--- src/ddm_pkg.sv ---
// ----------------------------------------------------------------------------
// ddm_pkg - shared types and constants of the differential drive mixer
// Register indexes, reset values, reciprocal constants, controller states and
// the command and status groups between controller and datapath.
// ----------------------------------------------------------------------------
package ddm_pkg;

  localparam int unsigned CfgIdxW  = 3;
  localparam int unsigned CfgDataW = 16;

  typedef enum logic [CfgIdxW-1:0] {
    CFG_DEADZONE     = 3'd0,
    CFG_EXPO_PERCENT = 3'd1,
    CFG_MAX_PERMILLE = 3'd2,
    CFG_TIMEOUT_MS   = 3'd3,
    CFG_INVERT_LEFT  = 3'd4,
    CFG_INVERT_RIGHT = 3'd5
  } ddm_cfg_idx_e;

  localparam logic [6:0]  DEADZONE_RST     = 7'd5;
  localparam logic [6:0]  EXPO_RST         = 7'd0;
  localparam logic [9:0]  MAX_PERMILLE_RST = 10'd1000;
  localparam logic [15:0] TIMEOUT_RST      = 16'd200;

  localparam logic [6:0]  AXIS_FULL        = 7'd100;
  localparam logic [9:0]  PERMILLE_FULL    = 10'd1000;

  // floor(n/100) = (n * RECIP_100) >> 24, exact for n < 2^17
  localparam logic [17:0] RECIP_100        = 18'd167773;
  localparam int unsigned RECIP_100_SHIFT  = 24;
  // floor(n/10000) = (n * RECIP_10K) >> 34, exact for n < 2^20
  localparam logic [20:0] RECIP_10K        = 21'd1717987;
  localparam int unsigned RECIP_10K_SHIFT  = 34;

  // Shaping and mixing stages between the update request and the divider
  localparam logic [2:0]  SHAPE_CYCLES     = 3'd5;
  // Restoring divider: one quotient bit per cycle over the 17-bit dividend
  localparam int unsigned DivW             = 17;
  localparam logic [4:0]  DIV_STEPS        = 5'd17;

  typedef enum logic [2:0] {
    ST_IDLE,
    ST_SHAPE,
    ST_DIV_START,
    ST_DIV_RUN,
    ST_SCALE,
    ST_OUTPUT
  } ddm_state_e;

  typedef struct packed {
    logic store_cmd;
    logic check_timeout;
    logic div_start;
    logic load_out;
  } ddm_cmd_t;

  typedef struct packed {
    logic div_done;
    logic out_free;
  } ddm_sts_t;

endpackage

--- src/differential_drive_mixer_unit.sv ---
// ----------------------------------------------------------------------------
// differential_drive_mixer_unit - arcade-style differential drive mixer
// Stick commands are held with a timestamp; update requests give shaped,
// mixed and scaled left/right drive in permille, with command failsafe.
// ----------------------------------------------------------------------------
// Send stick command requests (tuser = 0) and update requests (tuser = 1) on
// the slave stream. A stick command is stored when accepted and gives no
// result; the block is ready again in the next cycle. An update runs through
// the controller from acceptance to a loaded result. The timeout check
// happens at the accepting edge itself. After that come the shaping and
// mixing stages and a state to start the divider, then the restoring divider
// (one quotient bit per cycle over the 17-bit scale dividend) and a state to
// see it finish. Last come the final multiply and reciprocal stages, where
// the load waits for a free output register. The controller returns to idle
// with the load, and only one update is in flight at a time. The result sits
// in an output register, so the next request is taken while an earlier
// result still waits on the master stream. Configuration must be written by
// the user through cfg_we_i/cfg_idx_i/cfg_data_i only while the block is
// idle; the block does not enforce this. Indexes six and seven are
// ignored.
// ----------------------------------------------------------------------------
module differential_drive_mixer_unit (
  input  logic                         clk_i,
  input  logic                         rst_ni,
  // Configuration write port
  input  logic                         cfg_we_i,
  input  logic [ddm_pkg::CfgIdxW-1:0]  cfg_idx_i,
  input  logic [ddm_pkg::CfgDataW-1:0] cfg_data_i,
  // Request stream
  input  logic                         s_axis_tvalid,
  output logic                         s_axis_tready,
  input  logic [63:0]                  s_axis_tdata,  // stick_x[15:0], stick_y[31:16],
                                                      // now_ms[63:32]
  input  logic                         s_axis_tuser,  // mode
  // Result stream
  output logic                         m_axis_tvalid,
  input  logic                         m_axis_tready,
  output logic [39:0]                  m_axis_tdata   // left_drive[10:0], right_drive[21:11],
                                                      // shaped_x[29:22], shaped_y[37:30],
                                                      // failsafe[38], zero pad[39]
);
  import ddm_pkg::*;

  ddm_cmd_t           cmd;
  ddm_sts_t           sts;
  logic signed [10:0] left_drive, right_drive;
  logic signed [7:0]  shaped_x, shaped_y;
  logic               failsafe;

  // Controller: takes requests and steps the datapath through an update
  ddm_ctrl u_ctrl (
    .clk_i      (clk_i),
    .rst_ni     (rst_ni),
    .in_valid_i (s_axis_tvalid),
    .in_mode_i  (s_axis_tuser),
    .in_ready_o (s_axis_tready),
    .sts_i      (sts),
    .cmd_o      (cmd)
  );

  // Datapath: configuration, held state, shaping lanes, divider, output
  ddm_dp u_dp (
    .clk_i         (clk_i),
    .rst_ni        (rst_ni),
    .cfg_we_i      (cfg_we_i),
    .cfg_idx_i     (cfg_idx_i),
    .cfg_data_i    (cfg_data_i),
    .stick_x_i     ($signed(s_axis_tdata[15:0])),
    .stick_y_i     ($signed(s_axis_tdata[31:16])),
    .now_ms_i      (s_axis_tdata[63:32]),
    .cmd_i         (cmd),
    .sts_o         (sts),
    .out_ready_i   (m_axis_tready),
    .out_valid_o   (m_axis_tvalid),
    .left_drive_o  (left_drive),
    .right_drive_o (right_drive),
    .shaped_x_o    (shaped_x),
    .shaped_y_o    (shaped_y),
    .failsafe_o    (failsafe)
  );

  // Pack the result fields, lowest field in the lowest bits
  assign m_axis_tdata = {1'b0, failsafe, shaped_y, shaped_x, right_drive, left_drive};

  // An accepted update holds off further requests until it completes
  assert property (@(posedge clk_i) disable iff (!rst_ni)
    (s_axis_tvalid && s_axis_tready && s_axis_tuser) |=> !s_axis_tready)
    else $error("request taken while an update was in progress");

  // A stick command leaves the block ready in the next cycle
  assert property (@(posedge clk_i) disable iff (!rst_ni)
    (s_axis_tvalid && s_axis_tready && !s_axis_tuser) |=> s_axis_tready)
    else $error("stick command stalled the request stream");

  // A result under failsafe carries zero axes and zero drive
  assert property (@(posedge clk_i) disable iff (!rst_ni)
    (m_axis_tvalid && failsafe) |->
      (shaped_x == 8'sd0 && shaped_y == 8'sd0 &&
       left_drive == 11'sd0 && right_drive == 11'sd0))
    else $error("failsafe result with non-zero drive");

  // Drive stays within full scale
  assert property (@(posedge clk_i) disable iff (!rst_ni)
    m_axis_tvalid |->
      (left_drive <= 11'sd1000 && left_drive >= -11'sd1000 &&
       right_drive <= 11'sd1000 && right_drive >= -11'sd1000))
    else $error("drive beyond full scale");

endmodule

--- src/ddm_div.sv ---
// ----------------------------------------------------------------------------
// ddm_div - iterative restoring divider
// Produces one quotient bit per cycle; done is high once all bits are in.
// ----------------------------------------------------------------------------
module ddm_div (
  input  logic                     clk_i,
  input  logic                     rst_ni,
  input  logic                     start_i,
  input  logic [ddm_pkg::DivW-1:0] dividend_i,
  input  logic [7:0]               divisor_i,
  output logic [ddm_pkg::DivW-1:0] quotient_o,
  output logic                     done_o
);
  import ddm_pkg::*;

  logic [4:0]      cnt_q, cnt_d;
  logic [7:0]      rem_q, rem_d;
  logic [DivW-1:0] quo_q, quo_d;
  logic [8:0]      trial;

  always_comb begin
    cnt_d = cnt_q;
    rem_d = rem_q;
    quo_d = quo_q;
    trial = {rem_q, quo_q[DivW-1]};
    if (start_i) begin
      cnt_d = DIV_STEPS;
      rem_d = 8'd0;
      quo_d = dividend_i;
    end else if (cnt_q != 5'd0) begin
      cnt_d = cnt_q - 5'd1;
      if (trial >= {1'b0, divisor_i}) begin
        rem_d = 8'(trial - {1'b0, divisor_i});
        quo_d = {quo_q[DivW-2:0], 1'b1};
      end else begin
        rem_d = trial[7:0];
        quo_d = {quo_q[DivW-2:0], 1'b0};
      end
    end
  end

  always_ff @(posedge clk_i or negedge rst_ni) begin
    if (!rst_ni) begin
      cnt_q <= 5'd0;
    end else begin
      cnt_q <= cnt_d;
    end
  end

  always_ff @(posedge clk_i) begin
    rem_q <= rem_d;
    quo_q <= quo_d;
  end

  assign quotient_o = quo_q;
  assign done_o     = (cnt_q == 5'd0);

endmodule

--- src/ddm_dp.sv ---
// ----------------------------------------------------------------------------
// ddm_dp - datapath of the differential drive mixer
// Configuration registers, held stick state, shaping lanes, mixer, scaling
// through the shared divider, and the output register.
// ----------------------------------------------------------------------------
module ddm_dp (
  input  logic                         clk_i,
  input  logic                         rst_ni,
  input  logic                         cfg_we_i,
  input  logic [ddm_pkg::CfgIdxW-1:0]  cfg_idx_i,
  input  logic [ddm_pkg::CfgDataW-1:0] cfg_data_i,
  input  logic signed [15:0]           stick_x_i,
  input  logic signed [15:0]           stick_y_i,
  input  logic [31:0]                  now_ms_i,
  input  ddm_pkg::ddm_cmd_t            cmd_i,
  output ddm_pkg::ddm_sts_t            sts_o,
  input  logic                         out_ready_i,
  output logic                         out_valid_o,
  output logic signed [10:0]           left_drive_o,
  output logic signed [10:0]           right_drive_o,
  output logic signed [7:0]            shaped_x_o,
  output logic signed [7:0]            shaped_y_o,
  output logic                         failsafe_o
);
  import ddm_pkg::*;

  // Configuration
  logic [6:0]  deadzone_q, expo_q;
  logic [9:0]  max_pm_q;
  logic [15:0] timeout_q;
  logic        inv_left_q, inv_right_q;

  always_ff @(posedge clk_i or negedge rst_ni) begin
    if (!rst_ni) begin
      deadzone_q  <= DEADZONE_RST;
      expo_q      <= EXPO_RST;
      max_pm_q    <= MAX_PERMILLE_RST;
      timeout_q   <= TIMEOUT_RST;
      inv_left_q  <= 1'b0;
      inv_right_q <= 1'b0;
    end else if (cfg_we_i) begin
      case (cfg_idx_i)
        CFG_DEADZONE:     deadzone_q  <= cfg_data_i[6:0];
        CFG_EXPO_PERCENT: expo_q      <= cfg_data_i[6:0];
        CFG_MAX_PERMILLE: max_pm_q    <= cfg_data_i[9:0];
        CFG_TIMEOUT_MS:   timeout_q   <= cfg_data_i;
        CFG_INVERT_LEFT:  inv_left_q  <= cfg_data_i[0];
        CFG_INVERT_RIGHT: inv_right_q <= cfg_data_i[0];
        default: ;
      endcase
    end
  end

  logic [6:0] expo_eff;
  logic [9:0] lim_eff;
  assign expo_eff = (expo_q > AXIS_FULL) ? AXIS_FULL : expo_q;
  assign lim_eff  = (max_pm_q > PERMILLE_FULL) ? PERMILLE_FULL : max_pm_q;

  // Held stick and failsafe
  logic signed [7:0] held_x_q, held_y_q;
  logic [31:0]       last_cmd_q;
  logic              fs_q;
  logic [31:0]       age;
  logic              expired;

  function automatic logic signed [7:0] clamp_axis(input logic signed [15:0] v);
    logic signed [7:0] res;
    if (v > 16'sd100) begin
      res = 8'sd100;
    end else if (v < -16'sd100) begin
      res = -8'sd100;
    end else begin
      res = v[7:0];
    end
    return res;
  endfunction

  assign age     = now_ms_i - last_cmd_q;
  assign expired = age > {16'd0, timeout_q};

  always_ff @(posedge clk_i or negedge rst_ni) begin
    if (!rst_ni) begin
      held_x_q   <= 8'sd0;
      held_y_q   <= 8'sd0;
      last_cmd_q <= 32'd0;
      fs_q       <= 1'b1;
    end else if (cmd_i.store_cmd) begin
      held_x_q   <= clamp_axis(stick_x_i);
      held_y_q   <= clamp_axis(stick_y_i);
      last_cmd_q <= now_ms_i;
    end else if (cmd_i.check_timeout) begin
      if (expired) begin
        held_x_q <= 8'sd0;
        held_y_q <= 8'sd0;
        fs_q     <= 1'b1;
      end else begin
        fs_q     <= 1'b0;
      end
    end
  end

  // Shaping lanes: lane 0 turn axis, lane 1 throttle axis
  logic signed [7:0] axis_v [2];
  assign axis_v[0] = held_x_q;
  assign axis_v[1] = held_y_q;

  logic [7:0]  a_full   [2];
  logic [6:0]  a_mag    [2];
  logic [13:0] sa_t1_d  [2];
  logic [13:0] sa_p_d   [2];
  logic [13:0] sa_t1_q  [2];
  logic [13:0] sa_p_q   [2];
  logic        sa_neg_q [2];
  logic        sa_zero_q[2];

  logic [31:0] sb_lin_prod [2];
  logic [31:0] sb_lin_sh   [2];
  logic [6:0]  sb_lin_q    [2];
  logic [19:0] sb_pe_q     [2];
  logic        sb_neg_q    [2];
  logic        sb_zero_q   [2];

  logic [40:0] sc_sq_prod [2];
  logic [40:0] sc_sq_sh   [2];
  logic [6:0]  sc_lin_q   [2];
  logic [6:0]  sc_sq_q    [2];
  logic        sc_neg_q   [2];
  logic        sc_zero_q  [2];

  logic [7:0]        sd_sum   [2];
  logic [6:0]        sd_curve [2];
  logic signed [7:0] sd_shaped_d [2];
  logic signed [7:0] sd_shaped_q [2];

  always_comb begin
    for (int i = 0; i < 2; i++) begin
      a_full[i]      = axis_v[i][7] ? 8'(-axis_v[i]) : 8'(axis_v[i]);
      a_mag[i]       = a_full[i][6:0];
      sa_t1_d[i]     = 14'(a_mag[i]) * 14'(AXIS_FULL - expo_eff);
      sa_p_d[i]      = 14'(a_mag[i]) * 14'(a_mag[i]);
      sb_lin_prod[i] = 32'(sa_t1_q[i]) * 32'(RECIP_100);
      sb_lin_sh[i]   = sb_lin_prod[i] >> RECIP_100_SHIFT;
      sc_sq_prod[i]  = 41'(sb_pe_q[i]) * 41'(RECIP_10K);
      sc_sq_sh[i]    = sc_sq_prod[i] >> RECIP_10K_SHIFT;
      sd_sum[i]      = 8'(sc_lin_q[i]) + 8'(sc_sq_q[i]);
      sd_curve[i]    = (sd_sum[i] > 8'(AXIS_FULL)) ? AXIS_FULL : sd_sum[i][6:0];
      if (sc_zero_q[i]) begin
        sd_shaped_d[i] = 8'sd0;
      end else if (sc_neg_q[i]) begin
        sd_shaped_d[i] = -$signed({1'b0, sd_curve[i]});
      end else begin
        sd_shaped_d[i] = $signed({1'b0, sd_curve[i]});
      end
    end
  end

  // Stage registers advance every cycle; the controller waits them out
  always_ff @(posedge clk_i) begin
    for (int i = 0; i < 2; i++) begin
      sa_t1_q[i]     <= sa_t1_d[i];
      sa_p_q[i]      <= sa_p_d[i];
      sa_neg_q[i]    <= axis_v[i][7];
      sa_zero_q[i]   <= (a_mag[i] <= deadzone_q);
      sb_lin_q[i]    <= sb_lin_sh[i][6:0];
      sb_pe_q[i]     <= 20'(sa_p_q[i]) * 20'(expo_eff);
      sb_neg_q[i]    <= sa_neg_q[i];
      sb_zero_q[i]   <= sa_zero_q[i];
      sc_lin_q[i]    <= sb_lin_q[i];
      sc_sq_q[i]     <= sc_sq_sh[i][6:0];
      sc_neg_q[i]    <= sb_neg_q[i];
      sc_zero_q[i]   <= sb_zero_q[i];
      sd_shaped_q[i] <= sd_shaped_d[i];
    end
  end

  // Mixer
  logic signed [8:0] mix_l, mix_r;
  logic [7:0]        mag_l, mag_r;
  logic [7:0]        e_lmag_q, e_rmag_q, e_maxa_q;
  logic              e_lneg_q, e_rneg_q;
  logic [DivW-1:0]   e_dividend_q;

  assign mix_l = 9'(sd_shaped_q[1]) + 9'(sd_shaped_q[0]);
  assign mix_r = 9'(sd_shaped_q[1]) - 9'(sd_shaped_q[0]);
  assign mag_l = mix_l[8] ? 8'(-mix_l) : 8'(mix_l);
  assign mag_r = mix_r[8] ? 8'(-mix_r) : 8'(mix_r);

  always_ff @(posedge clk_i) begin
    e_lmag_q     <= mag_l;
    e_rmag_q     <= mag_r;
    e_lneg_q     <= mix_l[8];
    e_rneg_q     <= mix_r[8];
    e_maxa_q     <= (mag_l > mag_r) ? mag_l : mag_r;
    e_dividend_q <= DivW'(lim_eff) * DivW'(AXIS_FULL);
  end

  // Proportional scale: lim*100/maxa when one side exceeds full stick
  logic [DivW-1:0] quotient;
  logic            div_done;
  logic [9:0]      scale;

  ddm_div u_div (
    .clk_i      (clk_i),
    .rst_ni     (rst_ni),
    .start_i    (cmd_i.div_start),
    .dividend_i (e_dividend_q),
    .divisor_i  (e_maxa_q),
    .quotient_o (quotient),
    .done_o     (div_done)
  );

  assign scale = (e_maxa_q > 8'(AXIS_FULL)) ? quotient[9:0] : lim_eff;

  logic [17:0] f_lprod, f_rprod;
  logic [16:0] f_lprod_q, f_rprod_q;
  logic [34:0] g_lprod, g_rprod, g_lsh, g_rsh;
  logic [9:0]  g_lq_q, g_rq_q;

  assign f_lprod = 18'(e_lmag_q) * 18'(scale);
  assign f_rprod = 18'(e_rmag_q) * 18'(scale);
  assign g_lprod = 35'(f_lprod_q) * 35'(RECIP_100);
  assign g_rprod = 35'(f_rprod_q) * 35'(RECIP_100);
  assign g_lsh   = g_lprod >> RECIP_100_SHIFT;
  assign g_rsh   = g_rprod >> RECIP_100_SHIFT;

  always_ff @(posedge clk_i) begin
    f_lprod_q <= f_lprod[16:0];
    f_rprod_q <= f_rprod[16:0];
    g_lq_q    <= g_lsh[9:0];
    g_rq_q    <= g_rsh[9:0];
  end

  // Invert and clamp
  logic [9:0]         lim_l, lim_r;
  logic               neg_l, neg_r;
  logic signed [10:0] drive_l, drive_r;

  assign lim_l   = (g_lq_q > lim_eff) ? lim_eff : g_lq_q;
  assign lim_r   = (g_rq_q > lim_eff) ? lim_eff : g_rq_q;
  assign neg_l   = e_lneg_q ^ inv_left_q;
  assign neg_r   = e_rneg_q ^ inv_right_q;
  assign drive_l = neg_l ? -$signed({1'b0, lim_l}) : $signed({1'b0, lim_l});
  assign drive_r = neg_r ? -$signed({1'b0, lim_r}) : $signed({1'b0, lim_r});

  // Output register
  logic               out_valid_q;
  logic signed [10:0] left_q, right_q;
  logic signed [7:0]  shx_q, shy_q;
  logic               fs_out_q;

  always_ff @(posedge clk_i or negedge rst_ni) begin
    if (!rst_ni) begin
      out_valid_q <= 1'b0;
    end else if (cmd_i.load_out) begin
      out_valid_q <= 1'b1;
    end else if (out_ready_i) begin
      out_valid_q <= 1'b0;
    end
  end

  always_ff @(posedge clk_i) begin
    if (cmd_i.load_out) begin
      left_q   <= drive_l;
      right_q  <= drive_r;
      shx_q    <= sd_shaped_q[0];
      shy_q    <= sd_shaped_q[1];
      fs_out_q <= fs_q;
    end
  end

  assign sts_o.div_done = div_done;
  assign sts_o.out_free = !out_valid_q || out_ready_i;

  assign out_valid_o   = out_valid_q;
  assign left_drive_o  = left_q;
  assign right_drive_o = right_q;
  assign shaped_x_o    = shx_q;
  assign shaped_y_o    = shy_q;
  assign failsafe_o    = fs_out_q;

endmodule

--- src/ddm_ctrl.sv ---
// ----------------------------------------------------------------------------
// ddm_ctrl - controller of the differential drive mixer
// Sequences one update through shaping, division, scaling and output load.
// ----------------------------------------------------------------------------
module ddm_ctrl (
  input  logic              clk_i,
  input  logic              rst_ni,
  input  logic              in_valid_i,
  input  logic              in_mode_i,
  output logic              in_ready_o,
  input  ddm_pkg::ddm_sts_t sts_i,
  output ddm_pkg::ddm_cmd_t cmd_o
);
  import ddm_pkg::*;

  ddm_state_e state_q, state_d;
  logic [2:0] cnt_q, cnt_d;

  always_ff @(posedge clk_i or negedge rst_ni) begin
    if (!rst_ni) begin
      state_q <= ST_IDLE;
      cnt_q   <= 3'd0;
    end else begin
      state_q <= state_d;
      cnt_q   <= cnt_d;
    end
  end

  always_comb begin
    state_d    = state_q;
    cnt_d      = cnt_q;
    in_ready_o = 1'b0;
    cmd_o      = '0;
    case (state_q)
      ST_IDLE: begin
        in_ready_o = 1'b1;
        if (in_valid_i) begin
          if (in_mode_i) begin
            cmd_o.check_timeout = 1'b1;
            cnt_d               = 3'd0;
            state_d             = ST_SHAPE;
          end else begin
            cmd_o.store_cmd = 1'b1;
          end
        end
      end
      ST_SHAPE: begin
        if (cnt_q == SHAPE_CYCLES - 3'd1) begin
          state_d = ST_DIV_START;
        end else begin
          cnt_d = cnt_q + 3'd1;
        end
      end
      ST_DIV_START: begin
        cmd_o.div_start = 1'b1;
        state_d         = ST_DIV_RUN;
      end
      ST_DIV_RUN: begin
        if (sts_i.div_done) begin
          state_d = ST_SCALE;
        end
      end
      ST_SCALE: begin
        state_d = ST_OUTPUT;
      end
      ST_OUTPUT: begin
        if (sts_i.out_free) begin
          cmd_o.load_out = 1'b1;
          state_d        = ST_IDLE;
        end
      end
      default: begin
        state_d = ST_IDLE;
      end
    endcase
  end

endmodule

--- config.mk ---
export PLATFORM = sky130hd
export DESIGN_NAME = differential_drive_mixer_unit
export DESIGN_NICKNAME = d
export VERILOG_FILES = /design/src/ddm_pkg.sv /design/src/differential_drive_mixer_unit.sv /design/src/ddm_div.sv /design/src/ddm_dp.sv /design/src/ddm_ctrl.sv
export SDC_FILE = /design/constraint.sdc
export NUM_CORES = 2
export LEC_CHECK = 0
export BUFFER_PORTS_ARGS = -buffer_cell sky130_fd_sc_hd__buf_4
export CAP_MARGIN = 10
export CORE_MARGIN = 1.5
export CORE_UTILIZATION = 30
export CTS_CLUSTER_SIZE = 14
export DETAILED_ROUTE_END_ITERATION = 8
export MAX_ROUTING_LAYER = met4
export PLACE_DENSITY = 0.53
export SLEW_MARGIN = 20
export SYNTH_ARGS = -nofsm -noshare
export SYNTH_HDL_FRONTEND = slang
export SYNTH_HIERARCHICAL = 1
export SYNTH_SLANG_ARGS = --single-unit
--- constraint.sdc ---
create_clock -name clk_i -period 7.35 [get_ports clk_i]
set_input_delay 0.3675 -clock clk_i [delete_from_list [all_inputs] [get_ports clk_i]]
set_output_delay 0.3675 -clock clk_i [all_outputs]
set_load 0.02 [all_outputs]
==> results.cfg <==
[floorplan]
initial_core_util_pct = 30.19
coreArea_sq_um = 224700
fp.dieH_microns = 478.5
die_w_microns = 478.5
dieArea_sq_um = 228900
ios = 131
row_count = 174

[setup_path]
r2r-start = u_dp/sb_pe_q[0][27]
critPathRequiredTime_ns = 7.93
worst_setup_path_end_kind = flip-flop
crit_arrival_ns = 7.02
ff2ff_path_depth = 19
critPathMaxFanout = 6
timing.rr.end = u_dp/sc_sq_q[0][13]
crit_path_start_kind = flip-flop
reg2reg_slack_ns = 0.91
crit_type = reg2reg

[sta]
setup_viol = 0
rsz0062_at_grt = no
clock_skew_ns = 0.05280
slew_violations = 0
worst_slew_pin_slew_ns = 0.9738
post-route-period-util_pct = 87.64
finalHoldViolCount = 0
relSlewSlack_pct = 35.04
fin_crit_ns = 6.441
fin_ws_ns = 0.9087
fmax_mhz = 155.2
finalSetupTns_ns = 0

[clock_tree]
ctsHtreeMaxLevel = 2
cts.sink_count = 423
clkTransAtPathRegs_ns = 0.07
cts_tree = built
cts_max_path_buffers = 3
cts_made_buffers = 52
root_buffer = clkbuf_16
clock_latency_ns = 0.69

[synthesis]
synth_xor_area_share_pct = 3.719
yosysTopAreaCellShare_pct = 29.99
synth-simple-area-share_pct = 8.461
synth_compound_area_share_pct = 7.344
synth.avg_cell_area_sq_um = 9.721
synth_top_area_cell = fa_1
synthMuxAreaShare_pct = 1.470
synth-main-ff-cell = dfxtp_1
synth_edf_count = 56
ys_seq_area_share_pct = 14.09
synthesis.instances = 6977
async_reset_ff_share_pct = 24.35
synthDistinctLibCells = 99
ys_ff_latch = 423
synth_area_leaders = fa_1 30%, ha_1 24%, inv_1 9.8%
syn_area_sq_um = 67820
synth_top_family_by_area = adder cells
yosysWarnings = 6
synth_fa_ha_area_share_pct = 54.32

[worst_hold_path]
hold_path_end = u_dp/deadzone_q[6]
holdCritStartpoint = cfg_data_i[6]
hold_depth = 3
hold_class = in2reg

[finish]
syn2layout_area_growth_pct = 10.60
fin_nets = 9624
drive_above_1_share_pct = 5.756

[route]
vias = 46240
viasPerCell = 4.515
drt-total-wl_mm = 166.3
drtPass1Iterations = 5
first_iter_violations = 1953
wl_per_cell_microns = 16.24
drc = 0
detail-route-antenna-nets = 0

[global_route]
grt_pass1_vias = 50310
grt_pass1_wl_mm = 271.6
grt.total_usage_pct = 15.23
grt_antenna_before_repair = 9
grt_max_degree = 73
grt.overflow.total = 0

[placement]
place.gp.congestion = 0.8901
port_buffers = 129
dp_hpwl_mm = 143.3
place_ws_ns = 0.7478

[status]
status = finished clean

[job]
drv_cap = 0
==> worst max-delay path by stage <==
| stage | from | endpoint | slack [ns] |
|---|---|---|---|
| 5_1_grt | u_dp/sb_pe_q[0][9] | u_dp/sc_sq_q[0][6] | 0.55 |
| 2_1_floorplan | u_dp/expo_q[3] | u_dp/sa_t1_q[0][13] | 1.09 |
| 3_5_place_dp | u_dp/sb_pe_q[0][9] | u_dp/sc_sq_q[0][5] | 0.75 |
| 3_3_place_gp | u_dp/sb_pe_q[0][8] | u_dp/sc_sq_q[0][5] | 0.75 |
| 4_1_cts | u_dp/sb_pe_q[0][9] | u_dp/sc_sq_q[0][5] | 0.74 |
| 6_report | u_dp/sb_pe_q[0][27] | u_dp/sc_sq_q[0][13] | 0.91 |
==> repair_timing <==
item	CTS	global route
hold buffers	51	0
hold endpoints to repair	98	0
buffers inserted	0	0
gates resized for setup	0	0
==> cell families after synthesis <==
family,after synthesis
AO/OA/AOI/OAI,769
XOR/XNOR,288
adder cells (fa/ha/maj),2335
buffers and inverters,1887
flip-flops,423
multiplexers,92
other,3
AND/OR/NAND/NOR,1180
==> cell usage after synthesis, types with 10 or more instances <==
master and count:
nor2_1 245, mux2_2 57, nor2b_1 86, o21a_1 26
or3_1 13, dfstp_2 12, dfxtp_1 264, a21oi_1 221
dfrtp_1 91, nand3_1 58, o211ai_1 25, fa_1 1016
xnor2_1 210, mux2i_1 34, inv_1 1772, clkinv_1 11
o41ai_1 10, a31oi_1 26, and3_1 73, a211o_1 11
edfxtp_1 56, or2_2 19, nor3_1 51, o21bai_1 41
and2_1 110, nor4_1 15, ha_1 1319, o21ai_0 159
a21o_1 79, nand3b_1 10, a211oi_1 30, clkbuf_1 80
a31o_2 12, nand2b_1 37, nand2_1 396, xor2_1 78
a21boi_0 14, nand4_1 34, o31ai_1 15
==> through the flow <==
step	utilization, %	hold WS, ns	instance area (sq um)	instances
floorplan	-	0.07191	67960	7013
global placement	32.34	0.3119	72660	10090
detailed placement	32.34	0.3135	72660	10090
CTS	33.38	0.009589	74990	10240
global route	33.38	0.06235	75010	10240
finish	33.39	0.05655	75010	10240
==> critical path, stage by stage (launching register included) <==
cell and delay [ns]:
dfxtp_1 0.55, ha_1 0.38, fa_1 0.51, fa_1 0.53
inv_1 0.06, fa_1 0.58, fa_1 0.45, fa_1 0.51
inv_1 0.06, fa_1 0.44, ha_1 0.31, a211oi_1 0.23
nand2_1 0.15, a211oi_1 0.19, o21ai_0 0.24, a21o_1 0.34
a211oi_1 0.32, o31ai_1 0.15, a21oi_1 0.19, xnor2_1 0.13
==> flip-flops by register name, summed over array words and instances, names as in the netlist, 11 cells and up <==
name and flops:
u_dp/e_dividend_q 15, u_dp/sa_p_q 26, u_dp/f_lprod_q 16, u_dp/sa_t1_q 28, u_dp/last_cmd_q 32, u_dp/left_drive_o 11, u_dp/right_drive_o 11, u_dp/sb_lin_q 14
u_dp/sc_lin_q 14, u_dp/sc_sq_q 14, u_dp/sb_pe_q 40, u_dp/timeout_q 16, u_dp/u_div/quotient_o 17, u_dp/f_rprod_q 17, u_dp/sd_shaped_q 16
==> cells in the final DEF, fill, tap and decap left out, types with 30 or more instances in the layout <==
cell           count
inv_1           1772
buf_4            186
dlygate4sd3_1     51
nor3_1            51
o21ai_0          158
ha_1            1319
and2_1           110
edfxtp_1          56
and3_1            72
nor2b_1           86
a21oi_1          221
xor2_1            78
xnor2_1          210
fa_1            1016
a211oi_1          30
nand2b_1          37
mux2_2            57
nand4_1           34
dfxtp_1          264
nand3_1           58
o21bai_1          40
conb_1            39
a21o_1            79
nor2_1           243
dfrtp_1           91
mux2i_1           34
nand2_1          396
clkbuf_16         55
==> area by class of cell <==
type	instances	area, sq um
flip-flops and latches	423	9559
well taps	2992	3744
fillers	23110	149700
diodes	5	12.51
clock inverters	34	326.6
repair buffers	237	1907
inverters	1783	6693
clock buffers	64	1490
multi-input cells	4703	51280
==> routing by layer <==
layer / up-vias / share of wire, % / GRT usage [%]
met5: - / 0 / -
met4: 0 / 1.7 / 2.759
met3: 139 / 2.8 / 1.250
met2: 602 / 49 / 25.78
met1: 23030 / 47 / 20.01
li1: 22470 / - / -
Power is left out: the tool's default activity adds up to more than one toggle a clock period on the data nets, which glitch-free logic cannot reach.
